`src/sv/awpc_pkg.sv`:
```
// ----------------------------------------------------------------------------
// awpc_pkg
// Shared types and constants for the alpha weight pixel clamp block.
// ----------------------------------------------------------------------------
`default_nettype none

package awpc_pkg;

    localparam int SAMPLE_W  = 16;
    localparam int PROD_W    = 2 * SAMPLE_W;
    localparam int NUM_BANDS = 3;
    localparam int BCNT_W    = 2;
    localparam int DIV_CELLS = SAMPLE_W;
    localparam int NUM_STAGES = DIV_CELLS + 3;
    localparam int ADDR_W    = 5;
    localparam int DATA_W    = 32;
    localparam int IDX_W     = 3;

    localparam logic [BCNT_W-1:0]   RST_BAND_COUNT = 2'd3;
    localparam logic                RST_WIDE       = 1'b0;
    localparam logic                RST_SWAP       = 1'b0;
    localparam logic [SAMPLE_W-1:0] RST_ALPHA_MAX  = 16'd255;
    localparam logic [SAMPLE_W-1:0] RST_MIN_VALUE  = 16'd1;
    localparam logic [SAMPLE_W-1:0] RST_MAX_VALUE  = 16'd255;
    localparam logic [SAMPLE_W-1:0] RST_NULL_VALUE = 16'd0;

    typedef enum logic [IDX_W-1:0] {
        REG_BAND_COUNT = 3'd0,
        REG_WIDE       = 3'd1,
        REG_SWAP       = 3'd2,
        REG_ALPHA_MAX  = 3'd3,
        REG_MIN_VALUE  = 3'd4,
        REG_MAX_VALUE  = 3'd5,
        REG_NULL_VALUE = 3'd6
    } t_reg_idx;

    typedef struct packed {
        logic [BCNT_W-1:0]   band_count;
        logic                wide;
        logic                swap;
        logic [SAMPLE_W-1:0] alpha_max;
        logic [SAMPLE_W-1:0] min_value;
        logic [SAMPLE_W-1:0] max_value;
        logic [SAMPLE_W-1:0] null_value;
    } t_cfg;

    // Word after sample prep and multiply.
    typedef struct packed {
        logic [NUM_BANDS-1:0][SAMPLE_W-1:0] smp;
        logic [NUM_BANDS-1:0][PROD_W-1:0]   prod;
        logic                               a_full;
        logic                               a_zero;
    } t_prep;

    // One band as it travels down the divider row.
    typedef struct packed {
        logic                spec;
        logic [SAMPLE_W-1:0] val;
        logic [PROD_W-1:0]   rem;
        logic [SAMPLE_W-1:0] quo;
    } t_band;

endpackage

`default_nettype wire

```
`src/sv/awpc_prep.sv`:
```
// ----------------------------------------------------------------------------
// awpc_prep
// Sample prep (width select, byte swap) and per-band sample*alpha multiply.
// ----------------------------------------------------------------------------
`default_nettype none

module awpc_prep import awpc_pkg::*; (
    input  wire                                 i_clk,
    input  wire                                 i_rst_n,
    input  t_cfg                                i_cfg,
    input  wire                                 i_valid,
    output logic                                o_ready,
    input  wire  [NUM_BANDS-1:0][SAMPLE_W-1:0]  i_chan,
    input  wire  [SAMPLE_W-1:0]                 i_alpha,
    output logic                                o_valid,
    input  wire                                 i_ready,
    output t_prep                               o_prep
);

    logic          r_valid;
    t_prep         r_prep;
    t_prep         n_prep;
    logic [SAMPLE_W-1:0] w_alpha;

    function automatic logic [SAMPLE_W-1:0] prep_sample(
        input logic [SAMPLE_W-1:0] raw,
        input logic                wide,
        input logic                swap
    );
        logic [SAMPLE_W-1:0] s;
        s = raw;
        if (!wide) begin
            s = {8'h00, raw[7:0]};
        end else if (swap) begin
            s = {raw[7:0], raw[15:8]};
        end
        return s;
    endfunction

    assign o_ready = !r_valid || i_ready;
    assign o_valid = r_valid;
    assign o_prep  = r_prep;

    always_comb begin
        w_alpha       = prep_sample(i_alpha, i_cfg.wide, i_cfg.swap);
        n_prep.a_full = (w_alpha == i_cfg.alpha_max);
        n_prep.a_zero = (w_alpha == '0);
        for (int k = 0; k < NUM_BANDS; k++) begin
            n_prep.smp[k]  = prep_sample(i_chan[k], i_cfg.wide, i_cfg.swap);
            n_prep.prod[k] = PROD_W'(n_prep.smp[k]) * PROD_W'(w_alpha);
        end
    end

    always_ff @(posedge i_clk) begin
        if (!i_rst_n) begin
            r_valid <= 1'b0;
        end else if (o_ready) begin
            r_valid <= i_valid;
        end
        if (o_ready && i_valid) begin
            r_prep <= n_prep;
        end
    end

endmodule

`default_nettype wire

```
`config.mk`:
```
export PLATFORM = sky130hd
export DESIGN_NAME = awpc_prep
export DESIGN_NICKNAME = d
export VERILOG_FILES = /design/src/sv/awpc_pkg.sv /design/src/sv/awpc_prep.sv
export SDC_FILE = /design/constraint.sdc
export NUM_CORES = 2
export LEC_CHECK = 0
export ABC_CLOCK_PERIOD_IN_PS = 8600
export BUFFER_PORTS_ARGS = -buffer_cell sky130_fd_sc_hd__clkbuf_2
export CAP_MARGIN = 20
export CORE_ASPECT_RATIO = 0.7
export CORE_MARGIN = 2
export CORE_UTILIZATION = 40
export DETAILED_ROUTE_END_ITERATION = 12
export PLACE_DENSITY_LB_ADDON = 0.12
export SETUP_SLACK_MARGIN = 0.05
export SLEW_MARGIN = 20
export SYNTH_ARGS = -nofsm -noshare
export SYNTH_HDL_FRONTEND = slang
export SYNTH_SLANG_ARGS = --single-unit
export TNS_END_PERCENT = 100
```
`constraint.sdc`:
```
create_clock -name i_clk -period 8.6 [get_ports i_clk]
set_input_delay 0.43 -clock i_clk [delete_from_list [all_inputs] [get_ports i_clk]]
set_output_delay 0.43 -clock i_clk [all_outputs]
set_load 0.02 [all_outputs]
```
# Word-level counts from Yosys, hierarchy flattened
# Index checks and enable logic that the tools add are counted.
# W data, S select, Z words.
[totals]
regBits = 147
inputBits = 136
out_inout_bits = 148
wordCells = 25
[op_classes]
mul = 3
eq_ne = 1
n_mux = 8
n_reduce_logical = 4
[ops]
columns = ["op", "n"]
rows = [
  ["$mux W16", 8],
  ["$mul A16 B16 Y32", 3],
  ["$eq A16 B16 Y1", 1],
  ["$logic_not A16 Y1", 1],
  ["$logic_and A1 B1 Y1", 1],
  ["$logic_not A1 Y1", 1],
  ["$logic_or A1 B1 Y1", 1],
]

# Depth between registers and ports, before layout
[logic_depth]
depth_word = 3
mapped_depth = 28
mapped_depth_nobuf = 24

# Worst setup path after synthesis
# Ideal clock, no wire load.
[synth_path]
kind = "input to register"
from = "input port i_cfg[64] (netlist bit)"
to = "register r_prep (netlist bit o_prep[65]) (data pin)"
arrival_time_ps = 7121
required_time_ps = 8340
path_slack_ps = 1219
cell_stages = 25
n_path_buf = 3
path_cell_list = "buf_2 -> buf_1 -> clkbuf_1 -> mux2_2 -> nand2_1 -> clkinv_1 -> nand2_1 -> fa_1 -> fa_1 -> fa_1 -> inv_1 -> fa_1 -> fa_1 -> inv_1 -> fa_1 -> inv_1 -> ha_1 -> a21oi_1 -> nor2b_1 -> o41ai_1 -> a211oi_1 -> a311o_1 -> a221oi_1 -> o21bai_1 -> xnor2_1"
[synth_rtl]
columns = ["item", "line", "source"]
rows = [
  ["start, declared", "awpc_prep.sv:10", "input t_cfg i_cfg,"],
  ["end signal, assigned", "awpc_prep.sv:61", "r_prep <= n_prep;"],
  ["end, declared", "awpc_prep.sv:21", "t_prep r_prep;"],
]

==> impl_metrics.toml <==
[critical_path]
cp_max_fo = 14
start_kind = "input port"
crit_family = "adder cells"
arrival_ps = 7940
worst_path_most_repeated_cell = "fa_1"
critPathSlowestCell = "fa_1"
path_class = "in2reg"
worst-path-buf-inv = 9
worstPathRequired_ps = 8850
slowest_delay_ps = 500
crit_path_end_kind = "flop"

[synth]
synthArstFlopShare_pct = 0
syn_inst = 3288
synth.cell_area_mm2 = 0.0303
postSynthAreaPerCell_um2 = 9.22
yosys_warnings = 0
ys_seq_elements = 147
ys_dominant_reg_cell = "edfxtp_1"
synth_nets = 4318
synth_edf_count = 146
synth_cell_types = 62
synth-seq-area-share_pct = 14.5

[clock_network]
tritoncts = "done"
cts-root-buf = "clkbuf_16"
ctsLongestPathBuffers = 2
cts_inserted_buffers = 17
postCtsHoldBufs = 0
clkSinkCount = 147
cts.clk_slew.worst_paths_ps = 70
cts-resized-gates = 0
h-tree-depth = 4
insertion_delay_ps = 520
postCtsSetupBuffers = 0

[drt]
wire_per_inst_um = 20.6
drtAntennaViolNets = 0
drcViolationCount = 0
drt_iter0_markers = 1697
num_vias = 23100
via_per_inst = 5.10
drtPass1Iterations = 5
routed_wl_um = 93600

[timing]
layout_worst_path_cycle_share_pct = 89.4
grt_setup_unrepaired = "no"
worst_pin_slew_ps = 872
timing.clock.skew_ps = 12.9
final-hold-violation-count = 0
finalSetupViolations = 0
fin_crit_ps = 7690
timing.fmax_mhz = 130
slew_violations = 0
finalSetupTns_ps = 0
fin_ws_ps = 910
relSlewSlack_pct = 41.4

[floorplan]
core_area_mm2 = 0.0750
start_util_pct = 40.4
rows = 84
die_h_um = 234
io_pins = 284
die_w_um = 333
die-area_mm2 = 0.0781

[finish]
nets = 4564
fill_cells = 7479
area_growth_pct = 12.0
layout-drive-gt1-share_pct = 12.5

[pwr]
p_sw_mw = 5.81
p_sw_share_pct = 51.5
seq_power_share_pct = 12.8
powerDensity_mw_per_mm2 = 332
p_int_mw = 5.47
leakage_nw = 17.5
ir_drop_mv = 0.344
combPwrFrac_pct = 79.6
power_frac_clock_pct = 7.6

[global_route]
antenna_found_initial = 12
grtUsageTotal_pct = 24.9
grt_start_max_net_pins = 55
grt_pass1_vias = 23500
grt_pass1_wl_um = 144000
grt_overflow = 0

[placed_design]
dp_slack_ps = 477
dp_hpwl_um = 76100
gp_congestion = 0.925
io_buffers = 233

[status]
status = "finished clean"

[worst_hold_path]
hold_path_class = "in2reg"

[flow_run]
timing.max_cap.violations = 0
cells in the final DEF, fill, tap and decap left out, types with 14 or more instances in the layout:
| cell type | n |
|---|---|
| clkbuf_16 | 17 |
| xnor2_1 | 71 |
| o21ai_0 | 36 |
| nand2_1 | 484 |
| nor2_1 | 383 |
| inv_1 | 718 |
| buf_4 | 118 |
| and2_1 | 16 |
| fa_1 | 582 |
| xor2_1 | 29 |
| clkbuf_2 | 233 |
| a21o_1 | 47 |
| ha_1 | 312 |
| a31oi_1 | 14 |
| a21oi_1 | 79 |
| clkinv_1 | 18 |
| mux2i_1 | 26 |
| nand3_1 | 19 |
| edfxtp_1 | 146 |
| mux2_2 | 39 |
through the flow:
| stage | power [mW] | util, % | instances | hold WS, ps | cell area [µm²] |
|---|---|---|---|---|---|
| after floorplan | 8.07 | - | 3288 | 569 | 30300 |
| after global placement | 10.4 | 44.4 | 4504 | 532 | 33300 |
| after detailed placement | 10.4 | 44.4 | 4504 | 539 | 33300 |
| after CTS | 11.4 | 45.2 | 4536 | 107 | 34000 |
| after global routing | 12.6 | 45.3 | 4541 | 135 | 34000 |
| final | 11.3 | 45.3 | 4541 | 152 | 34000 |
cell type report:
cell class	count	area [µm²]	share of cell area [%]
Inverter	735	2760	8.12
Clock buffer	18	429	1.26
Timing Repair Buffer	358	2190	6.45
Tap cell	989	1240	3.64
Antenna cell	5	12.5	0.0368
Multi-Input combinational cell	2275	22700	66.9
Clock inverter	14	211	0.623
Sequential cell	147	4400	13.0
worst paths after layout:
check | slack, ps | cells after the start | end | start
worst max-delay path | 910 | 27 | o_prep[32] | i_cfg[64]
worst min-delay path | 150 | 2 | o_valid | i_rst_n
worst max register to register | 5810 | 4 | o_prep[4] | o_valid
worst min register to register | 540 | 2 | o_valid | o_valid
cell usage after synthesis (29+ instances only):
cell | instances | area (µm²)
clkbuf_1 | 110 | 413
edfxtp_1 | 146 | 4380
nor2_1 | 383 | 1440
a21oi_1 | 79 | 395
ha_1 | 312 | 3900
mux2i_1 | 32 | 320
xnor2_1 | 71 | 622
xor2_1 | 29 | 254
inv_1 | 718 | 2700
nand2_1 | 485 | 1820
a21o_1 | 47 | 353
o21ai_0 | 36 | 180
fa_1 | 582 | 11700
mux2_2 | 39 | 439
sequential cells by signal, indices dropped and copies added, names as in the netlist:
name and count:
o_prep 146, o_valid 1
power groups by stage:
stage / Combinational (mW) / Clock (mW) / Sequential (mW)
detailed placement: 8.93 / 0 / 1.46
global route: 10.2 / 0.916 / 1.46
CTS: 9.02 / 0.895 / 1.45
finish: 8.98 / 0.860 / 1.44
floorplan: 6.35 / 0 / 1.72
global placement: 8.98 / 0 / 1.46
worst register-to-register path: cells and delay by family (launching register included):
kind                   cells  cell delay, ps
DFF                        1             310
buffers and inverters      2            1320
and+or+nand+nor            2             740
routing by layer:
metal / track usage (%) / up-vias / share of wire (%)
met5: 2.13 / - / 0.36
met4: 6.09 / 18 / 2.0
met3: 8.14 / 110 / 10
met2: 35.3 / 882 / 41
met1: 36.3 / 11600 / 46
li1: - / 10500 / -
kinds of logic (layout without fill, tap and decap cells):
group,after synthesis,after routing,synth area share [%]
mux,72,72,2.55
fa+ha+maj,894,894,51.3
simple gates,965,965,12.7
other cells,0,5,0
buf+inv,866,1125,10.8
compound gates,244,244,5.29
flops,147,147,14.5
xor+xnor,100,100,2.89
Power figures use the tool's default switching activity.
