$ cat src/sv/awpc_pkg.sv
// ----------------------------------------------------------------------------
// awpc_pkg
// Shared types and constants for the alpha weight pixel clamp block.
// ----------------------------------------------------------------------------
`default_nettype none

package awpc_pkg;

    localparam int SAMPLE_W  = 16;
    localparam int PROD_W    = 2 * SAMPLE_W;
    localparam int NUM_BANDS = 3;
    localparam int BCNT_W    = 2;
    localparam int DIV_CELLS = SAMPLE_W;
    localparam int NUM_STAGES = DIV_CELLS + 3;
    localparam int ADDR_W    = 5;
    localparam int DATA_W    = 32;
    localparam int IDX_W     = 3;

    localparam logic [BCNT_W-1:0]   RST_BAND_COUNT = 2'd3;
    localparam logic                RST_WIDE       = 1'b0;
    localparam logic                RST_SWAP       = 1'b0;
    localparam logic [SAMPLE_W-1:0] RST_ALPHA_MAX  = 16'd255;
    localparam logic [SAMPLE_W-1:0] RST_MIN_VALUE  = 16'd1;
    localparam logic [SAMPLE_W-1:0] RST_MAX_VALUE  = 16'd255;
    localparam logic [SAMPLE_W-1:0] RST_NULL_VALUE = 16'd0;

    typedef enum logic [IDX_W-1:0] {
        REG_BAND_COUNT = 3'd0,
        REG_WIDE       = 3'd1,
        REG_SWAP       = 3'd2,
        REG_ALPHA_MAX  = 3'd3,
        REG_MIN_VALUE  = 3'd4,
        REG_MAX_VALUE  = 3'd5,
        REG_NULL_VALUE = 3'd6
    } t_reg_idx;

    typedef struct packed {
        logic [BCNT_W-1:0]   band_count;
        logic                wide;
        logic                swap;
        logic [SAMPLE_W-1:0] alpha_max;
        logic [SAMPLE_W-1:0] min_value;
        logic [SAMPLE_W-1:0] max_value;
        logic [SAMPLE_W-1:0] null_value;
    } t_cfg;

    // Word after sample prep and multiply.
    typedef struct packed {
        logic [NUM_BANDS-1:0][SAMPLE_W-1:0] smp;
        logic [NUM_BANDS-1:0][PROD_W-1:0]   prod;
        logic                               a_full;
        logic                               a_zero;
    } t_prep;

    // One band as it travels down the divider row.
    typedef struct packed {
        logic                spec;
        logic [SAMPLE_W-1:0] val;
        logic [PROD_W-1:0]   rem;
        logic [SAMPLE_W-1:0] quo;
    } t_band;

endpackage

`default_nettype wire

$ cat src/sv/awpc_clamp.sv
// ----------------------------------------------------------------------------
// awpc_clamp
// Clamp quotients to [min,max], mask for 8-bit mode, zero unused bands.
// ----------------------------------------------------------------------------
`default_nettype none

module awpc_clamp import awpc_pkg::*; (
    input  wire                                 i_clk,
    input  wire                                 i_rst_n,
    input  t_cfg                                i_cfg,
    input  wire                                 i_valid,
    output logic                                o_ready,
    input  t_band [NUM_BANDS-1:0]               i_band,
    output logic                                o_valid,
    input  wire                                 i_ready,
    output logic [NUM_BANDS-1:0][SAMPLE_W-1:0]  o_out
);

    logic                               r_valid;
    logic [NUM_BANDS-1:0][SAMPLE_W-1:0] r_out;
    logic [NUM_BANDS-1:0][SAMPLE_W-1:0] n_out;
    logic [SAMPLE_W-1:0]                w_v;

    assign o_ready = !r_valid || i_ready;
    assign o_valid = r_valid;
    assign o_out   = r_out;

    always_comb begin
        w_v = '0;
        for (int k = 0; k < NUM_BANDS; k++) begin
            priority if (i_band[k].spec) begin
                w_v = i_band[k].val;
            end else if (i_band[k].quo < i_cfg.min_value) begin
                w_v = i_cfg.min_value;
            end else if (i_band[k].quo > i_cfg.max_value) begin
                w_v = i_cfg.max_value;
            end else begin
                w_v = i_band[k].quo;
            end
            if (!i_cfg.wide) begin
                w_v[SAMPLE_W-1:8] = '0;
            end
            n_out[k] = (BCNT_W'(k) < i_cfg.band_count) ? w_v : '0;
        end
    end

    always_ff @(posedge i_clk) begin
        if (!i_rst_n) begin
            r_valid <= 1'b0;
        end else if (o_ready) begin
            r_valid <= i_valid;
        end
        if (o_ready && i_valid) begin
            r_out <= n_out;
        end
    end

endmodule

`default_nettype wire

$ cat config.mk
export PLATFORM = sky130hd
export DESIGN_NAME = awpc_clamp
export DESIGN_NICKNAME = d
export VERILOG_FILES = /design/src/sv/awpc_pkg.sv /design/src/sv/awpc_clamp.sv
export SDC_FILE = /design/constraint.sdc
export NUM_CORES = 1
export LEC_CHECK = 0
export ABC_CLOCK_PERIOD_IN_PS = 4080
export BUFFER_PORTS_ARGS = -buffer_cell sky130_fd_sc_hd__buf_2
export CAP_MARGIN = 25
export CORE_AREA = 3 3 122 124
export CTS_CLUSTER_DIAMETER = 100
export DETAILED_ROUTE_END_ITERATION = 10
export DIE_AREA = 0 0 125 127
export GPL_ROUTABILITY_DRIVEN = 0
export GPL_TIMING_DRIVEN = 0
export PLACE_DENSITY = 0.75
export REMOVE_ABC_BUFFERS = 1
export SLEW_MARGIN = 20
export SYNTH_ARGS = -nofsm -noshare
export SYNTH_HDL_FRONTEND = slang
export SYNTH_SLANG_ARGS = --single-unit
export TNS_END_PERCENT = 20
$ cat constraint.sdc
create_clock -name i_clk -period 4.08 [get_ports i_clk]
set_input_delay 0.204 -clock i_clk [delete_from_list [all_inputs] [get_ports i_clk]]
set_output_delay 0.204 -clock i_clk [all_outputs]
set_load 0.02 [all_outputs]
# Word level (Yosys, flattened, before mapping)
# Cells that the tools add are included.
# word_totals
register_bits	49
latch_bits	0
ramBits	0
romBits	0
wordCells	31
mem_count	0
# op_classes
n_addsub	0
n_mul	0
div	0
n_lt_le_gt_ge	9
n_eq_ne	0
n_shift	0
muxes	9
n_bitwise	0
reduce_logical	6
# ops
op	n
$mux 16	9
$gt 16x16->1	3
$lt 16x16->1	3
$reduce_and 2->1	3
$lt 1x2->1 const A	2
$lt 2x2->1 const A	1
$logic_and 1x1->1	1
$logic_not 1->1	1
$logic_or 1x1->1	1

# Depth between registers and ports, before layout
# Gate-level depths: netlist (run 1).
# depth
depth_word	4
ltp_mapped	10

# Worst setup path after synthesis (run 1)
# No wires, ideal clock.
# synth_path
kind	input -> register
from	input port i_cfg[29] (netlist bit)
to	register r_out (netlist bit o_out[0]), data pin
setup_ns	0.261
arrival_ns	2.111
required_ns	3.819
setup_slack_ns	1.707
path_stages	9
n_path_buf	1
path_cell_list	inv_1 > ha_1 > a21oi_2 > o21ai_2 > or3_1 > nor3_4 > buf_4 > o311ai_1 > a221o_2
# synth_via
elab_chain_cells	4
# synth_lines
item	line_no	source
from (decl)	awpc_clamp.sv:10	input t_cfg i_cfg,
$gt 16x16->1	awpc_clamp.sv:35	end else if (i_band[k].quo > i_cfg.max_value) begin
$mux 16	awpc_clamp.sv:35	
$mux 16	awpc_clamp.sv:33	end else if (i_band[k].quo < i_cfg.min_value) begin
$mux 16	awpc_clamp.sv:31	priority if (i_band[k].spec) begin
to (signal assigned)	awpc_clamp.sv:54	r_out <= n_out;
to (decl)	awpc_clamp.sv:20	logic [NUM_BANDS-1:0][SAMPLE_W-1:0] r_out;
# Every way passes these cells.
# A chain may end at the register's enable or synchronous reset.

# Worst setup path in the final report (run 1)
# layout_path
from	input port i_cfg[31] (netlist bit)
to	register r_out (netlist bit o_out[10]), data pin
# The elaborated chain is that of the path after synthesis.

==> results.md, run 1 <==
* Initial Util at 0.417
* CP required at 4.13 ns
* Root buf cell: clkbuf_16
* PostCTS Resize Cnt at 0
* Syn avg cell area at 9.05 µm²
* Vias after detailed routing at 6147
* GR Util All Layers at 0.242
* Max Clk Rate at 349 MHz
* First-pass GRT wire length at 31.2 mm
* #FFs+latches synth at 49
* Final wirelength at 19.9 mm
* Hold_buf cts at 0
* Final setup viols at 0
* Clock-pin slew on the worst setup and hold paths at 0.06 ns
* Initial antenna violation count at 1
* EDFF count, synth at 48
* Synth Warn # at 0
* Status: finished, final reports clean
* H-tree depth at 2
* WL/cell at 20.2 µm
* Slew @ Worst Pin at 0.977 ns
* Gr ovfl total at 0
* P&R area growth vs syn at 21.1%
* DRC errors left at 0
* First-pass DRT Iterations at 5
* Top_reg_cell synth: edfxtp_1
* DRT iter0 DRCs at 551
* Number of top-level pins at 317
* Clock sinks at 49
* Top cells by area, synth: edfxtp_1 25%, ha_1 20%, nand2_1 4.6%
* Final count of hold timing violations at 0
* Final antenna-violating net count at 0
* Clock latency on the worst-skew pair at 0.31 ns
* Finished Cell Area at 0.00700 mm²
* Minimum clock period after layout at 2.87 ns
* Nets at 1161
* Setup CP Type: input port to register
* I/O Buffers at 187
* Slew Limit Fails at 0
* CTS tree: done
* Die Ht at 127 µm
* Placed inst area at 0.00684 mm²
* DP Wirelength at 16.0 mm
* Largest net degree at the start of global routing at 33
* CTS Buffer Depth at 2
* Startpoint types: input port
* Final setup skew at 0.0127 ns
* Top cell type by total area after synthesis: edfxtp_1
* Total CTS buffers at 5
* Slew Limit Headroom at 0.349
* Die X at 125 µm
* Critical path peak fanout at 15
* Total negative slack at 0 ns
* Die area at 0.0159 mm²
* Worst hold slack at 0.164 ns
* Row cnt at 43
* Hold Crit Class: input port to register
* Fin crit share at 0.702
* Yosys cell types at 63
* Cell Area, Synth at 0.00578 mm²
* Setup crit end kind: register
* Vias per Instance at 6.25
* Sequential fraction of the synthesis area at 0.253
* Filler cells at 1383
* Share of the synthesized area in the top cell type at 0.249
* Syn Inst Count at 639
* Power per cell area at 248 mW/mm²
* RSZ-0062 raised after global routing: false
* Post-placement cell count at 972
* Final Non-Filler Cells at 983
* Layout cells sized above 1 at 0.278
* Vias in the first global route at 5754
* Number of violations of the max-capacitance limit at 0
* Core area at 0.0139 mm²
* Post-layout util at 0.505
* Leakage at 3.20 nW
* Arrival time worst endpoint at 2.92 ns
* Async set or reset register ratio after synthesis at 0
* Setup Fix Bufs, Post-CTS at 0
* Worst vdd ir at 0.000143 V
per-stage QoR:
stage	worst slack (ns)	total power (W)
final	1.21	0.00174
after floorplan	1.13	0.00105
after global routing	1.03	0.00185
after detailed placement	0.729	0.00131
after CTS	1.03	0.00174
after global placement	-0.132	0.00129
per-layer routing:
layer	global-route usage	wire length (µm)	vias up
met5	0	0	-
met4	0.0574	327	0
met3	0.0426	1850	21
met2	0.376	8770	317
met1	0.352	8940	2877
li1	-	-	2932
cells in the mapped netlist, drive strengths merged (2+ instances only):
cell type	n
and4	3
o31ai	3
o21ai	13
or4	15
o2111ai	18
o311ai	16
nand2b	4
nor4b	15
nor2b	5
nor3	6
a221o	17
nand2	71
ha	93
a21o	10
edfxtp	48
a221oi	19
a2111oi	2
buf	16
and3	13
clkbuf	22
o221ai	17
and2	15
or2	2
a211oi	7
nor2	18
nand3	38
a32oi	16
nand4	12
o221a	2
inv	43
o21a	4
a22o	16
a21oi	22
nor4	4
worst max-delay path, stage by stage:
cell	delay, ns
buf_2	0.13
inv_1	0.12
ha_1	0.36
nand4_2	0.19
nor3_2	0.14
buf_4	0.19
or3_1	0.40
nor3_4	0.55
o311ai_0	0.25
a221o_1	0.36
area by class of cell:
cell class	count	area, µm²	area share
Multi-Input combinational cell	509	4010	0.573
Sequential cell	49	1460	0.209
Timing Repair Buffer	193	997	0.142
Tap cell	180	225	0.0322
Inverter	43	161	0.0230
Clock buffer	5	125	0.0179
Clock inverter	3	17.5	0.00250
Antenna cell	1	2.50	0.000357
final timing paths:
kind	start	slack, ns	cells past startpoint	endpoint
worst min-delay path	i_valid	0.16	3	o_valid$_SDFFE_PN0N_
worst min register to register	o_valid$_SDFFE_PN0N_	0.53	2	o_valid$_SDFFE_PN0N_
worst max-delay path	i_cfg[31]	1.21	10	o_out[10]$_SDFFCE_PN0P_
worst max register to register	o_valid$_SDFFE_PN0N_	2.58	3	o_out[43]$_SDFFCE_PN0P_
power by group:
part / switching (W) / internal, W / total [W]
Combinational: 0.000427 / 0.000270 / 0.000696
Clock: 0.000202 / 0.000226 / 0.000428
Sequential: 0.00000949 / 0.000603 / 0.000613
Total: 0.000638 / 0.00110 / 0.00174
logic make-up (layout without fill, tap and decap cells):
| logic type | Yosys count | in the layout | share of synthesized area |
|---|---|---|---|
| compound gates | 192 | 192 | 0.275 |
| fa+ha+maj | 93 | 93 | 0.201 |
| buf+inv | 81 | 244 | 0.0575 |
| flops | 49 | 49 | 0.253 |
| mux | 1 | 1 | 0.00195 |
| other cells | 0 | 1 | 0 |
| simple gates | 223 | 223 | 0.212 |
registers in the layout, summed over array words and instances, names as in the netlist:
register and flops:
o_valid 1, o_out 48
placed cells by master, fill, tap and decap left out, types with 13 or more instances in the layout:
cell       Yosys  layout
nand2_1       71      71
or4_1         15      15
a21oi_1       21      20
ha_1          93      93
nor4b_1       15      15
nand3_1       38      38
and3_1        13      13
nor2_1        18      18
a22o_1        16      16
a32oi_1       16      16
buf_2          9     187
a221o_1       16      16
o2111ai_1     18      18
a221oi_1      19      19
inv_1         43      43
edfxtp_1      48      48
o221ai_1      17      17
and2_1        15      14
No activity file was read; power rests on OpenSTA's default activity.
==> run 2: changes to the inputs <==
Settings changed: ABC_AREA set to 1, ABC_CLOCK_PERIOD_IN_PS 4080 to 2500, CORE_AREA 3 3 122 124 to unset, CORE_ASPECT_RATIO set to 0.75, CORE_MARGIN set to 3, CORE_UTILIZATION set to 42, DIE_AREA 0 0 125 127 to unset, PLACE_DENSITY 0.75 to 0.78.
Clock period 4.08 ns to 2.5 ns, I/O delays scaled along.
==> run 2 against run 1 <==
Effect of this change:
- sequential power rose by 62%
- register-to-register slack lost 1.4 ns
- count of clock-buffer cells in the layout is 1 higher
- sequential share of layout area is 0.63 points lower
- via count up 3.2%
- clock power grew 70%
- critical endpoint is now o_out[6]$_SDFFCE_PP0P_
- largest cell class unchanged
- largest power group unchanged
- highest routed layer is now met5
==> results.md, run 2 <==
* Status: finished, final reports clean
* Total negative slack at 0 ns (unchanged)
* Die X at 145 µm (+16%)
* Final antenna-violating net count at 0 (unchanged)
* Hold Crit Class: input port to register
* Share of the synthesized area in the top cell type at 0.238 (-0.0114)
* Vias per Instance at 5.31 (-15%)
* Slew @ Worst Pin at 0.922 ns (-0.0544 ns)
* Slowest CP cell: a21oi_2
* CTS tree: done
* Pre-CTS setup slack at 0.0107 ns (-0.718 ns)
* Setup slack after layout at 0.277 ns (-0.937 ns)
* Synth Area in XOR/XNOR at 0 (unchanged)
* Total power at 0.00296 W (+70%)
* Layout cells sized above 1 at 0.251 (-0.0271)
* GR Util All Layers at 0.243 (+0.000788)
* Yosys cell types at 35 (-44%)
* Slew Limit Headroom at 0.385 (+0.0363)
* EDFF count, synth at 48 (unchanged)
* Clock share of power at 0.245 (about the same)
* DP Wirelength at 15.9 mm (-0.66%)
* Crit path max-delay family: compound AO/OA/AOI/OAI gates
* Total CTS buffers at 5 (unchanged)
* Most frequent cells in the layout: 189 x nand2_1, 187 x buf_2, 128 x inv_1, 123 x nand3_1, 93 x ha_1
* Filler cells at 1389 (+0.43%)
* Adder-cell share of the synthesized area at 0.192 (-0.00922)
* Diode count at 0 (-1)
* Final Non-Filler Cells at 1195 (+22%)
* Clock-pin slew on the worst setup and hold paths at 0.07 ns (about the same)
* Leakage at 3.98 nW (+24%)
* Number of top-level pins at 317 (unchanged)
* Die area at 0.0159 mm² (+0.30%)
* #FFs+latches synth at 49 (unchanged)
* Final setup skew at 0.00920 ns (-0.00352 ns)
* Top-count cell post-synth: nand2_1
* Worst vdd ir at 0.000272 V (+90%)
* Syn Inst Count at 830 (+30%)
* DRT iter0 DRCs at 558 (+1.3%)
* Worst hold slack at 0.0692 ns (-0.0951 ns)
* Simple-gate share of the synthesized area at 0.307 (+0.0954)
* Max reg flops at 48 (unchanged)
* Slew Limit Fails at 0 (unchanged)
* CP Cell Sequence: buf_2 > inv_1 > ha_1 > a21oi_1 > o21ai_1 > a21oi_2 > nand2_4 > nand3_1 > a21oi_1
* Sw Pwr at 0.00118 W (+84%)
* Root buf cell: clkbuf_16
* R2r setup slk at 1.21 ns (-1.37 ns)
* Die Ht at 110 µm (-13%)
* Setup crit end kind: register
* Int Pwr at 0.00178 W (+62%)
* Clock sinks at 49 (unchanged)
* P&R area growth vs syn at 19.2%
* Top_reg_cell synth: edfxtp_1
* Largest net degree at the start of global routing at 33 (unchanged)
* Top cell type by total area after synthesis: edfxtp_1
* Clock latency on the worst-skew pair at 0.31 ns (about the same)
* CP max stage delay at 0.74 ns (+0.19 ns)
* Core area at 0.0139 mm² (+0.39%)
* Initial Util at 0.435 (+0.0183)
* Power per cell area at 409 mW/mm² (+65%)
* Arrival time worst endpoint at 2.28 ns (-0.64 ns)
* Max Clk Rate at 450 MHz
* Comb pwr share at 0.418 (+0.017)
* Setup Fix Bufs, Post-CTS at 0 (unchanged)
* DRC errors left at 0 (unchanged)
* Final wirelength at 19.6 mm (-1.3%)
* First-pass GRT wire length at 30.2 mm (-3.1%)
* CP required at 2.56 ns (-1.57 ns)
* Largest family of logic cells by synthesized area: simple AND/OR/NAND/NOR gates
* Minimum clock period after layout at 2.22 ns
* Top cells by area, synth: edfxtp_1 24%, ha_1 19%, nand2_1 12%
* Setup CP Type: input port to register
* Startpoint types: input port
* Synth Warn # at 0 (unchanged)
* Hold_buf cts at 0 (unchanged)
* Fin crit share at 0.889
* Gr ovfl total at 0 (unchanged)
* Nets at 1359 (+17%)
* Commonest non-fill, non-tap cell in the layout: nand2_1
* Final setup viols at 0 (unchanged)
* Row cnt at 37 (-14%)
* Flop pwr share at 0.336 (-0.017)
* Initial antenna violation count at 2 (+1)
* H-tree depth at 2 (unchanged)
* I/O Buffers at 187 (unchanged)
* Post-placement cell count at 1187 (+22%)
* Complex-gate fraction of the synthesized area at 0.140 (-0.135)
* Sequential fraction of the synthesis area at 0.241 (-0.0116)
* Vias after detailed routing at 6344 (+3.2%)
* RSZ-0062 raised after global routing: false
* PostCTS Resize Cnt at 0 (unchanged)
* Syn avg cell area at 7.30 µm² (-19%)
* Cell Area, Synth at 0.00606 mm² (+4.8%)
* Number of violations of the max-capacitance limit at 0 (unchanged)
* Vias in the first global route at 5882 (+2.2%)
* Sw Ratio at 0.398 (+0.0303)
* Async set or reset register ratio after synthesis at 0 (unchanged)
* Final count of hold timing violations at 0 (unchanged)
* Mux cell area share after synthesis at 0 (-0.00195)
* CTS Buffer Depth at 2 (unchanged)
* WL/cell at 16.4 µm (-19%)
* Critical path peak fanout at 17 (+2)
* Most used cell, CP: a21oi_1
* Worst path bufs/invs at 2 (-1)
* First-pass DRT Iterations at 5 (unchanged)
* Top post-synthesis cells by count: 189 x nand2_1, 128 x inv_1, 123 x nand3_1
-- run 2: cell count changes after synthesis, sizes merged, moves of 17 or more --
cell     delta
nand3      +97
a221oi     -19
o221ai     -17
a221o      -17
nand2     +130
o2111ai    -18
inv        +87
o21ai      +48
a21oi      +68
-- run 2: layout make-up --
cell class	count	area, µm²	area share
clock buffers	6	129	0.0178
clock inverters	2	15.0	0.00208
inverters	130	488	0.0676
multi-input cells	624	3890	0.539
flip-flops and latches	49	1460	0.202
well taps	195	244	0.0338
repair buffers	189	991	0.137
-- run 2: final timing paths --
path	endpoint	depth (start not counted)	from
max	o_out[6]$_SDFFCE_PP0P_	9	i_cfg[43]
max reg2reg	o_out[21]$_SDFFCE_PN0P_	2	o_valid$_SDFFE_PN0N_
min	o_valid$_SDFFE_PN0N_	2	i_rst_n
min reg2reg	o_valid$_SDFFE_PN0N_	2	o_valid$_SDFFE_PN0N_
-- run 2: power by group through the flow --
stage | clock [W] | sequential (W) | combinational (W)
final | 0.000726 | 0.000994 | 0.00124
after detailed placement | 0 | 0.00101 | 0.00122
after floorplan | 0 | 0.00110 | 0.000700
after global placement | 0 | 0.00102 | 0.00117
after global routing | 0.000755 | 0.00100 | 0.00139
after CTS | 0.000733 | 0.000995 | 0.00122
-- run 2: logic make-up after synthesis --
kind of cell	count (synthesis)
simple gates	376
buf+inv	157
compound gates	155
fa+ha+maj	93
flops	49
-- run 2: worst register-to-register path, cell delays in order, from the launching register on --
cell and delay (ns):
dfxtp_1 0.35, a21oi_4 0.40, buf_16 0.23
-- run 2: layer usage --
layer / track usage / up-vias / share of wire
met3: 0.0513 / 27 / 0.11
li1: - / 3135 / -
met5: 0 / - / 0.0014
met2: 0.387 / 319 / 0.44
met1: 0.344 / 2859 / 0.44
met4: 0.0453 / 4 / 0.013
-- run 2: metrics by stage --
| stage | utilization | area, µm² |
|---|---|---|
| 6_report | 0.518 | 7220 |
| 5_1_grt | 0.518 | 7220 |
| 3_3_place_gp | 0.503 | 7000 |
| 2_1_floorplan | - | 5820 |
| 3_5_place_dp | 0.508 | 7080 |
| 4_1_cts | 0.518 | 7220 |
