`config.mk`:
```
export PLATFORM = sky130hd
export DESIGN_NAME = awpc_div_cell
export DESIGN_NICKNAME = d
export VERILOG_FILES = /design/src/sv/awpc_pkg.sv /design/src/sv/awpc_div_cell.sv
export SDC_FILE = /design/constraint.sdc
export NUM_CORES = 1
export LEC_CHECK = 0
export ABC_AREA = 0
export BUFFER_PORTS_ARGS = -buffer_cell sky130_fd_sc_hd__buf_2
export CAP_MARGIN = 15
export CORE_UTILIZATION = 32
export CTS_CLUSTER_DIAMETER = 150
export DETAILED_ROUTE_END_ITERATION = 8
export PLACE_DENSITY = 0.68
export SYNTH_ARGS = -nofsm -noshare
export SYNTH_HDL_FRONTEND = slang
export SYNTH_SLANG_ARGS = --single-unit
```
`constraint.sdc`:
```
create_clock -name i_clk -period 8.1 [get_ports i_clk]
set_input_delay 1.62 -clock i_clk [delete_from_list [all_inputs] [get_ports i_clk]]
set_output_delay 1.62 -clock i_clk [all_outputs]
set_load 0.05 [all_outputs]
```
`src/sv/awpc_pkg.sv`:
```
// ----------------------------------------------------------------------------
// awpc_pkg
// Shared types and constants for the alpha weight pixel clamp block.
// ----------------------------------------------------------------------------
`default_nettype none

package awpc_pkg;

    localparam int SAMPLE_W  = 16;
    localparam int PROD_W    = 2 * SAMPLE_W;
    localparam int NUM_BANDS = 3;
    localparam int BCNT_W    = 2;
    localparam int DIV_CELLS = SAMPLE_W;
    localparam int NUM_STAGES = DIV_CELLS + 3;
    localparam int ADDR_W    = 5;
    localparam int DATA_W    = 32;
    localparam int IDX_W     = 3;

    localparam logic [BCNT_W-1:0]   RST_BAND_COUNT = 2'd3;
    localparam logic                RST_WIDE       = 1'b0;
    localparam logic                RST_SWAP       = 1'b0;
    localparam logic [SAMPLE_W-1:0] RST_ALPHA_MAX  = 16'd255;
    localparam logic [SAMPLE_W-1:0] RST_MIN_VALUE  = 16'd1;
    localparam logic [SAMPLE_W-1:0] RST_MAX_VALUE  = 16'd255;
    localparam logic [SAMPLE_W-1:0] RST_NULL_VALUE = 16'd0;

    typedef enum logic [IDX_W-1:0] {
        REG_BAND_COUNT = 3'd0,
        REG_WIDE       = 3'd1,
        REG_SWAP       = 3'd2,
        REG_ALPHA_MAX  = 3'd3,
        REG_MIN_VALUE  = 3'd4,
        REG_MAX_VALUE  = 3'd5,
        REG_NULL_VALUE = 3'd6
    } t_reg_idx;

    typedef struct packed {
        logic [BCNT_W-1:0]   band_count;
        logic                wide;
        logic                swap;
        logic [SAMPLE_W-1:0] alpha_max;
        logic [SAMPLE_W-1:0] min_value;
        logic [SAMPLE_W-1:0] max_value;
        logic [SAMPLE_W-1:0] null_value;
    } t_cfg;

    // Word after sample prep and multiply.
    typedef struct packed {
        logic [NUM_BANDS-1:0][SAMPLE_W-1:0] smp;
        logic [NUM_BANDS-1:0][PROD_W-1:0]   prod;
        logic                               a_full;
        logic                               a_zero;
    } t_prep;

    // One band as it travels down the divider row.
    typedef struct packed {
        logic                spec;
        logic [SAMPLE_W-1:0] val;
        logic [PROD_W-1:0]   rem;
        logic [SAMPLE_W-1:0] quo;
    } t_band;

endpackage

`default_nettype wire

```
`src/sv/awpc_div_cell.sv`:
```
// ----------------------------------------------------------------------------
// awpc_div_cell
// One restoring-division cell: settles one quotient bit for every band not marked special.
// ----------------------------------------------------------------------------
`default_nettype none

module awpc_div_cell import awpc_pkg::*; #(
    parameter int unsigned BitIdx = 0
) (
    input  wire                     i_clk,
    input  wire                     i_rst_n,
    input  t_cfg                    i_cfg,
    input  wire                     i_valid,
    output logic                    o_ready,
    input  t_band [NUM_BANDS-1:0]   i_band,
    output logic                    o_valid,
    input  wire                     i_ready,
    output t_band [NUM_BANDS-1:0]   o_band
);

    logic                  r_valid;
    t_band [NUM_BANDS-1:0] r_band;
    t_band [NUM_BANDS-1:0] n_band;
    logic [PROD_W-1:0]     w_div;

    assign o_ready = !r_valid || i_ready;
    assign o_valid = r_valid;
    assign o_band  = r_band;
    assign w_div   = PROD_W'(i_cfg.alpha_max) << BitIdx;

    always_comb begin
        n_band = i_band;
        for (int k = 0; k < NUM_BANDS; k++) begin
            if (!i_band[k].spec && (i_band[k].rem >= w_div)) begin
                n_band[k].rem         = i_band[k].rem - w_div;
                n_band[k].quo[BitIdx] = 1'b1;
            end
        end
    end

    always_ff @(posedge i_clk) begin
        if (!i_rst_n) begin
            r_valid <= 1'b0;
        end else if (o_ready) begin
            r_valid <= i_valid;
        end
        if (o_ready && i_valid) begin
            r_band <= n_band;
        end
    end

endmodule

`default_nettype wire

```
======== After elaboration in Yosys (flattened, before gate mapping) ========
Cells that the tools add are included.
word-level totals
  bits in registers ....................... 196
  input bits .............................. 267
  output and inout port bits .............. 197
  word-level logic and storage cells ...... 34
operators by class
  $add $sub $neg .......................... 3
  $lt $le $gt $ge ......................... 3
  mux-type cells .......................... 3
  reductions and logical operators ........ 9
operators by type and width
  kind                                              count
  32-bit by 16-bit >= comparator with 1-bit output  3
  32-bit 2-to-1 mux                                 3
  32-bit by 16-bit subtractor with 32-bit output    3
  1-bit logical AND                                 4
  1-bit logical NOT                                 4
  1-bit logical OR                                  1

======== Depth between registers and ports, before layout ========
Gate-level depths: netlist (run 1).
  word-level depth ........................ 3
  gate-level depth with buffers ........... 12
  mapped depth without buffers ............ 10

======== Least setup slack after synthesis (run 1) ========
OpenSTA, ideal clock, no wires.
  kind .................................... input to register
  start point ............................. input i_ready
  end point ............................... register r_band, in the netlist o_band[0], enable pin
  setup time .............................. 0.578 ns
  data arrival time ....................... 6.590 ns
  required time ........................... 7.522 ns
  path slack .............................. 0.931 ns
  stages .................................. 2
  path buffers ............................ 0
  cell sequence ........................... nand2b_1 and2_1
on the way
  longest elaborated chain between the ends .. 2
RTL lines
  what                    RTL line             source
  start: declaration      awpc_div_cell.sv:17  input wire i_ready,
  1-bit logical OR        awpc_div_cell.sv:26  assign o_ready = !r_valid || i_ready;
  1-bit logical AND       awpc_div_cell.sv:47  if (o_ready && i_valid) begin
  end signal: assignment  awpc_div_cell.sv:48  r_band <= n_band;
  end: declaration        awpc_div_cell.sv:22  t_band [NUM_BANDS-1:0] r_band;
No other way between the ends.
A chain may end at the register's enable or synchronous reset.

==> flow_summary.json, run 1 <==
{
  "die_h_um": 183,
  "synth_xor_area_share_pct": 6.77,
  "dp_slack_ns": 2.76,
  "fin_nets": 1588,
  "cts_root_buf": "clkbuf_16",
  "io_buffers": 411,
  "period_needed_ns": 4.91,
  "first_pass_iters": 5,
  "grt_max_degree": 143,
  "drtIter0Drc": 501,
  "via_count": 8603,
  "post_cts_resize_count": 0,
  "yosysTopAreaCell": "edfxtp_1",
  "cts_tree": "built",
  "setup_viol": 0,
  "synthArstFlopShare_pct": 0,
  "maxSlewViolCount": 0,
  "grt_pass1_wl_um": 49300,
  "min_path_type": "reg2reg",
  "end_kind": "flop",
  "clk-insertion-delay-late_ns": 0.46,
  "post-route-period-util_pct": 60.7,
  "yosysMostFrequentCell": "edfxtp_1",
  "synth_edf_count": 195,
  "ys_seq_area_share_pct": 56.1,
  "worstPathRequired_ns": 8.32,
  "antenna_found_initial": 10,
  "setup_slack_ns": 3.19,
  "seqPwrFrac_pct": 43.2,
  "synth_common_cells": "edfxtp_1, nor2_1, a21oi_1, nand2_1, ha_1",
  "area_growth_pct": 29.7,
  "grt_pass1_vias": 8400,
  "die_x_um": 183,
  "worst_pin_slew_ns": 1.08,
  "drc": 0,
  "whs_ns": 0.576,
  "fin_cells": 1722,
  "syn-num-nets": 1192,
  "skew_ns": 0.0111,
  "fp-row-count": 65,
  "intPower_mw": 1.86,
  "synthMuxAreaShare_pct": 1.95,
  "dp_hpwl_um": 26600,
  "die_area_um2": 33500,
  "post-route-util_pct": 42.6,
  "hold_viol": 0,
  "setup-tns-final_ns": 0,
  "cts_setup_buffers": 0,
  "placed_cells": 1686,
  "start_util_pct": 32.9,
  "drt-total-wl_um": 33800,
  "finalPower_mw": 2.83,
  "gp_congestion": 0.858,
  "sw_frac_of_total_pct": 34.3,
  "synth_area_um2": 10500,
  "cp_cell_sequence": "buf_2 -> ha_1 -> fa_1 -> nand2b_1 -> a21o_1 -> a21o_1 -> o21ba_2 -> o211a_1 -> nor2_2 -> mux2_2",
  "fmax_ghz": 0.204,
  "core_um2": 31900,
  "io_pins": 464,
  "crit_arrival_ns": 5.13,
  "synthSimpleGateAreaFrac_pct": 13.4,
  "cap_violations": 0,
  "synthAdderAreaFrac_pct": 6.31,
  "holdPathStages": 2,
  "power_frac_clock_pct": 31.4,
  "synth_area_leaders": "edfxtp_1, ha_1, xor2_1",
  "synthDominantCellAreaShare_pct": 55.9,
  "yosysWarnings": 0,
  "wl_per_cell_um": 19.6,
  "overflow": 0,
  "postRouteAntennaNets": 0,
  "reg2reg_depth": 3,
  "crit_path_start_kind": "input pin",
  "yosys.cell_types.count": 70,
  "h-tree-depth": 4,
  "rsz0062_at_grt": "false",
  "numCtsBuffers": 17,
  "ys_ff_latch": 196,
  "synth_cells": 874,
  "slew_headroom_pct": 27.8,
  "final_layout_size_suffix_gt1_share_pct": 37.5,
  "p_comb_share_pct": 25.4,
  "path_class": "in2reg",
  "cts_hold_buf": 0,
  "ir_worst_vdd_uv": 136,
  "synth_ff_type": "edfxtp_1",
  "status": "finished clean",
  "clock-sinks": 196,
  "placedInstanceArea_um2": 13000,
  "critPathMaxStageDelay_ns": 0.92,
  "power.density_nw_per_um2": 208,
  "finalInstanceArea_um2": 13600,
  "synth_top_family_by_area": "simple AND/OR/NAND/NOR gates",
  "cp_slowest_cell": "nor2_2",
  "cp_common_cell": "a21o_1",
  "path_clk_slew_ns": 0.09,
  "p_leak_nw": 5.67,
  "clock_path_buffers": 2,
  "path_max_fanout": 18,
  "p_sw_uw": 971,
  "syn_avg_cell_area_um2": 12.0,
  "grt_use_total_pct": 19.9,
  "routed_via_density": 5.00,
  "synth-compound-area-share_pct": 12.7
}
-- sequential cells by signal (all words and copies together), names as in the netlist --
register and cells:
o_band 195, o_valid 1
-- cell usage in the layout, fill, tap and decap left out, types with 6 or more instances in the layout --
cell type and instances:
a211oi_1 10, a21o_1 15, a21oi_1 57, buf_2 411, clkbuf_16 17, edfxtp_1 195, ha_1 48, inv_1 31
mux2_2 7, mux2_4 7, nand2_1 51, nand2b_1 20, nand3_1 18, nand4_1 16, nor2_1 58, nor2b_1 6
nor3_1 25, nor4_1 19, o211ai_1 7, o21a_1 9, o21ai_0 43, or3_1 6, or4_1 9, xnor2_1 36
xor2_1 45
-- critical path: cells and delay by family --
| kind | cells | cell delay (ns) |
|---|---|---|
| adders and majority gates | 2 | 0.64 |
| muxes | 1 | 0.43 |
| and+or+nand+nor | 2 | 1.11 |
| buffers and inverters | 1 | 0.15 |
| AOI/OAI and AO/OA | 4 | 1.18 |
-- final timing paths --
path | start | end | slack (ns)
worst max-delay path | i_cfg[48] | o_band[22]$_DFFE_PP_ | 3.19
worst min-delay path | o_valid$_SDFFE_PN0N_ | o_valid$_SDFFE_PN0N_ | 0.58
worst max register to register | o_valid$_SDFFE_PN0N_ | o_band[64]$_DFFE_PP_ | 5.91
worst min register to register | o_valid$_SDFFE_PN0N_ | o_valid$_SDFFE_PN0N_ | 0.58
-- cell type report --
class	instances	area, um^2
multi-input cells	610	4340
well taps	435	544
inverters	31	116
clock buffers	17	425
flip-flops and latches	196	5880
fillers	3043	18300
repair buffers	414	2090
clock inverters	15	184
diodes	4	10.0
-- cells by family (layout without fill, tap and decap cells) --
| logic type | count (synthesis) | in the layout |
|---|---|---|
| simple gates | 263 | 263 |
| compound gates | 199 | 199 |
| flops | 196 | 196 |
| xor+xnor | 81 | 81 |
| buf+inv | 68 | 477 |
| fa+ha+maj | 51 | 51 |
| mux | 16 | 16 |
| other cells | 0 | 4 |
-- power by group through the flow --
stage	logic [mW]	clock network, mW	registers (mW)
floorplan	0.257	0	1.50
global placement	0.712	0	1.24
detailed placement	0.718	0	1.25
CTS	0.721	0.914	1.22
global route	0.769	0.946	1.23
finish	0.719	0.887	1.22
-- per-layer routing --
| metal | vias to the layer above | routed length [um] | GRT usage (%) |
|---|---|---|---|
| met5 | - | 56 | 0 |
| met3 | 40 | 2740 | 6.39 |
| met2 | 319 | 16400 | 33.8 |
| met4 | 10 | 504 | 5.60 |
| met1 | 4096 | 14100 | 24.2 |
| li1 | 4138 | - | - |
No activity file was read; power rests on OpenSTA's default activity.
==> inputs of run 2 (changes only) <==
- PLACE_DENSITY: 0.68 -> 0.7
- clock period: 8.1 -> 4.27 ns (I/O delays scaled with it)
==> run 2 against run 1 <==
  * Die area unchanged
  * Combinational power is 92% higher
  * Worst hold slack got worse by 0.032 ns
  * Wire length is 2.4% higher
  * Sequential power up 90%
  * Final cell count grew 1.0%
  * Sequential cell count did not move
  * Non-clock buffer count up 12
  * Largest power group unchanged
==> flow_summary.json, run 2 (synthesis results as in run 1) <==
{
  "status": "finished clean",
  "setup-tns-final_ns": 0,
  "cts_tree": "built",
  "final_layout_size_suffix_gt1_share_pct": 38.1,
  "cts_hold_buf": 0,
  "fin_cells": 1740,
  "period_needed_ns": 3.36,
  "first_pass_iters": 5,
  "finalInstanceArea_um2": 13700,
  "hold_end": "o_valid$_SDFFE_PN0N_",
  "fp-row-count": 65,
  "path_max_fanout": 6,
  "drc": 0,
  "critPathBufInv": 2,
  "postRouteAntennaNets": 0,
  "setup_slack_ns": 0.910,
  "fin_nets": 1600,
  "clock-sinks": 196,
  "via_count": 8602,
  "end_kind": "flop",
  "numCtsBuffers": 17,
  "crit_arrival_ns": 3.58,
  "layout_common_cells": "buf_2, edfxtp_1, nor2_1",
  "antenna_found_initial": 9,
  "reg2reg_depth": 3,
  "cp_cell_sequence": "buf_2 -> ha_1 -> fa_1 -> nand2b_1 -> a21o_1 -> a21o_1 -> o21ba_2 -> o211a_1 -> nor2_2 -> buf_4 -> mux2_2",
  "core_um2": 31900,
  "worst_pin_slew_ns": 0.673,
  "cap_violations": 0,
  "clk-insertion-delay-late_ns": 0.46,
  "placed_cells": 1698,
  "p_leak_nw": 5.72,
  "dp_hpwl_um": 27500,
  "timing.rr.end": "o_band[29]$_DFFE_PP_",
  "cts_setup_buffers": 0,
  "rr_startpoint": "o_valid$_SDFFE_PN0N_",
  "path_clk_slew_ns": 0.09,
  "power.density_nw_per_um2": 389,
  "skew_ns": 0.0125,
  "critPathMaxStageDelay_ns": 0.40,
  "grt_pass1_wl_um": 49800,
  "maxSlewViolCount": 0,
  "critical_path.top_delay_family": "compound AO/OA/AOI/OAI gates",
  "clock_path_buffers": 2,
  "cts_root_buf": "clkbuf_16",
  "cp_common_cell": "a21o_1",
  "fmax_ghz": 0.298,
  "die_h_um": 183,
  "overflow": 0,
  "finalPower_mw": 5.32,
  "die_x_um": 183,
  "wl_per_cell_um": 19.9,
  "gp_congestion": 0.879,
  "rsz0062_at_grt": "false",
  "area_growth_pct": 30.5,
  "worstPathRequired_ns": 4.49,
  "mostFrequentLayoutCell": "buf_2",
  "io_buffers": 411,
  "r2r_slack_ns": 2.39,
  "path_class": "in2reg",
  "cp_slowest_cell": "fa_1",
  "die_area_um2": 33500,
  "min_path_type": "reg2reg",
  "dp_slack_ns": 0.439,
  "crit_path_start_kind": "input pin",
  "drtIter0Drc": 473,
  "hold_start": "o_valid$_SDFFE_PN0N_",
  "grt_pass1_vias": 8480,
  "largest_reg_flops": 195,
  "placedInstanceArea_um2": 13100,
  "hold_viol": 0,
  "slew_headroom_pct": 55.1,
  "routed_via_density": 4.94,
  "grt_max_degree": 82,
  "post-route-period-util_pct": 78.7,
  "ir_worst_vdd_uv": 252,
  "holdPathStages": 2,
  "post_cts_resize_count": 0,
  "drt-total-wl_um": 34600,
  "start_util_pct": 32.9,
  "grt_use_total_pct": 20.2,
  "io_pins": 464,
  "setup_viol": 0,
  "h-tree-depth": 4
}
[run 2: changes by cell type in the layout (fill, tap and decap cells not counted)]
cell / previous run / this run
a2111oi_0: 1 / 2
a2111oi_1: 1 / 0
buf_12: 1 / 2
buf_4: 2 / 13
bufinv_16: 1 / 0
clkinv_1: 1 / 0
clkinv_2: 0 / 1
clkinv_8: 4 / 0
clkinvlp_4: 1 / 3
diode_2: 4 / 10
inv_12: 0 / 2
inv_6: 4 / 1
inv_8: 3 / 7
[run 2: layout make-up]
class	instances	area [um^2]
diodes	10	25.0
well taps	435	544
flip-flops and latches	196	5880
clock inverters	15	156
clock buffers	17	425
fillers	3055	18200
repair buffers	426	2190
inverters	31	116
multi-input cells	610	4340
[run 2: per-stage QoR]
step / hold slack, ns / util [%]
final: 0.544 / 42.9
after global routing: 0.539 / 42.8
after CTS: 0.545 / 42.8
after detailed placement: 0.535 / 41.0
after global placement: 0.508 / 41.0
after floorplan: 0.953 / -
[run 2: worst max path at each step]
stage / startpoint / end / slack [ns] / cells past startpoint
2_1_floorplan: i_ready / o_band[0]$_SDFFCE_PP1P_ / 0.01 / 2
3_5_place_dp: i_cfg[48] / o_band[22]$_DFFE_PP_ / 0.44 / 11
6_report: i_cfg[48] / o_band[22]$_DFFE_PP_ / 0.91 / 11
5_1_grt: i_cfg[48] / o_band[23]$_DFFE_PP_ / 0.81 / 11
3_3_place_gp: i_cfg[48] / o_band[22]$_DFFE_PP_ / 0.47 / 11
4_1_cts: i_cfg[48] / o_band[22]$_DFFE_PP_ / 0.94 / 11
[run 2: worst register-to-register path, stage by stage (launching register included)]
cell and delay (ns):
dfxtp_1 0.32, nand2b_1 0.10, and2_4 0.60, buf_12 0.44
[run 2: per-layer routing]
layer | routed length (um) | vias to the layer above | track usage (%)
met5 | 0 | - | 0
met1 | 14600 | 4066 | 24.2
met2 | 16900 | 341 | 34.8
met4 | 531 | 0 | 6.57
li1 | - | 4166 | -
met3 | 2540 | 29 | 5.90
[run 2: power by group]
group	internal, mW	switching (mW)
clock network	0.790	0.831
registers	2.29	0.0341
logic	0.403	0.979
total	3.48	1.84
==> inputs of run 3 (changes only) <==
- PLACE_DENSITY: 0.7 -> 0.68
- clock period: 4.27 -> 3.2 ns (I/O delays scaled with it)
==> run 3 against run 2 <==
  * Sequential share of layout area down 2.6 points
  * Die area unchanged
  * Clock skew about the same
  * First-iteration DRC count up 17%
  * Worst hold slack worse by 0.20 ns
  * Global-route usage up 0.70 points
  * Final cell count up 5.5%
  * Utilization up 2.7 points
  * Wire length up 2.5%
  * Clock power up 35%
  * Power up 37%
  * Critical endpoint is now o_band[112]$_DFFE_PP_
==> flow_summary.json, run 3 (synthesis results as in run 1) <==
{
  "worst_pin_slew_ns": 0.722,
  "fin_nets": 1701,
  "crit_arrival_ns": 3.11,
  "first_pass_iters": 5,
  "setup_viol": 0,
  "r2r_slack_ns": 1.51,
  "period_needed_ns": 2.91,
  "largest_reg_flops": 195,
  "path_class": "in2reg",
  "mostFrequentLayoutCell": "buf_2",
  "use_met1_pct": 25.3,
  "postRouteAntennaNets": 0,
  "slew_headroom_pct": 51.9,
  "placed_cells": 1799,
  "die_h_um": 183,
  "start_util_pct": 32.9,
  "rsz0062_at_grt": "false",
  "crit_path_start_kind": "input pin",
  "fin_cells": 1836,
  "core_um2": 31900,
  "setup_slack_ns": 0.294,
  "p_leak_nw": 6.25,
  "cts_hold_buf": 0,
  "antenna_found_initial": 8,
  "clock-sinks": 196,
  "path_clk_slew_ns": 0.08,
  "gr-max-usage-layer": "met2",
  "cts_root_buf": "clkbuf_16",
  "cap_violations": 0,
  "grt_use_total_pct": 20.9,
  "io_buffers": 411,
  "h-tree-depth": 4,
  "clk-insertion-delay-late_ns": 0.47,
  "clock_path_buffers": 2,
  "status": "finished clean",
  "die_x_um": 183,
  "post_cts_resize_count": 0,
  "wl_per_cell_um": 19.3,
  "via_count": 9054,
  "cts_tree": "built",
  "fmax_ghz": 0.344,
  "skew_ns": 0.0120,
  "setup.worst_path.end": "o_band[112]$_DFFE_PP_",
  "dp_slack_ns": -0.209,
  "finalPower_mw": 7.30,
  "die_area_um2": 33500,
  "area_growth_pct": 38.9,
  "path_max_fanout": 4,
  "routed_via_density": 4.93,
  "layout_common_cells": "buf_2, edfxtp_1, buf_4",
  "final_layout_size_suffix_gt1_share_pct": 42.6,
  "reg2reg_depth": 3,
  "fp-row-count": 65,
  "gp_congestion": 0.872,
  "timing.rr.end": "o_band[139]$_DFFE_PP_",
  "maxSlewViolCount": 0,
  "min_path_type": "in2reg",
  "numCtsBuffers": 17,
  "critPathLaunch": "i_cfg[63]",
  "grt_pass1_vias": 8916,
  "grtUsageMet3_pct": 6.10,
  "cts_setup_buffers": 0,
  "worstPathRequired_ns": 3.40,
  "end_kind": "flop",
  "hold_viol": 0,
  "grt_pass1_wl_um": 51900,
  "drtIter0Drc": 553,
  "grt_max_degree": 45,
  "ir_worst_vdd_uv": 366,
  "post-route-period-util_pct": 90.8,
  "overflow": 0,
  "power.density_nw_per_um2": 502,
  "dp_hpwl_um": 28700,
  "drt-total-wl_um": 35500,
  "rr_startpoint": "o_valid$_SDFFE_PN0N_",
  "io_pins": 464,
  "drc": 0,
  "grt_util_met2_pct": 34.9,
  "nFillCells": 3042
}
run 3: cell count changes in the layout (fill, tap and decap cells not counted), moves of 2 or more:
cell	change
buf_4	+92
buf_12	+9
diode_2	-5
inv_6	+4
inv_8	-4
clkinv_8	+2
inv_12	-2
run 3: per-layer routing:
metal  up-vias  part of all wire, %
met2       341                   48
met4         4                  2.9
met5         -                0.073
met3        47                  7.5
met1      4304                   42
li1       4358                    -
run 3: worst min path at each step:
stage	slack, ns	cells past startpoint	from	to
floorplan	0.74	0	i_band[10]	o_band[10]$_DFFE_PP_
global placement	0.51	2	o_valid$_SDFFE_PN0N_	o_valid$_SDFFE_PN0N_
detailed placement	0.56	2	o_valid$_SDFFE_PN0N_	o_valid$_SDFFE_PN0N_
CTS	0.33	1	i_band[56]	o_band[56]$_DFFE_PP_
global route	0.32	1	i_band[5]	o_band[5]$_DFFE_PP_
finish	0.35	1	i_band[126]	o_band[126]$_DFFE_PP_
run 3: layout make-up:
cell class / instances / area (um^2) / share of cell area, %
clock inverter: 15 / 164 / 1.13
antenna: 5 / 12.5 / 0.0860
sequential: 196 / 5880 / 40.4
timing repair buffer: 527 / 3070 / 21.1
inverter: 31 / 116 / 0.800
multi-input combinational: 610 / 4340 / 29.9
clock buffer: 17 / 425 / 2.92
tap: 435 / 544 / 3.74
run 3: metrics by stage:
stage | hold slack, ns | util [%] | setup TNS, ns | instance area, um^2
6_report | 0.346 | 45.6 | 0 | 14500
5_1_grt | 0.323 | 45.6 | 0 | 14500
4_1_cts | 0.326 | 45.6 | 0 | 14500
3_5_place_dp | 0.564 | 43.7 | -3.56 | 13900
3_3_place_gp | 0.508 | 43.7 | -2.17 | 13900
2_1_floorplan | 0.739 | - | 0 | 10500
run 3: power breakdown:
part / total (mW) / internal [mW] / switching, mW
combinational: 2.01 / 0.670 / 1.35
sequential: 3.10 / 3.05 / 0.0461
clock: 2.19 / 1.11 / 1.08
run 3: critical path: stages:
cell and delay [ns]:
buf_2 0.08, inv_1 0.14, ha_1 0.41, nand4_1 0.21, o41ai_1 0.42, buf_4 0.18, o41ai_4 0.07, o311a_1 0.19
a211o_1 0.32, nor4_1 0.32, xnor2_1 0.11
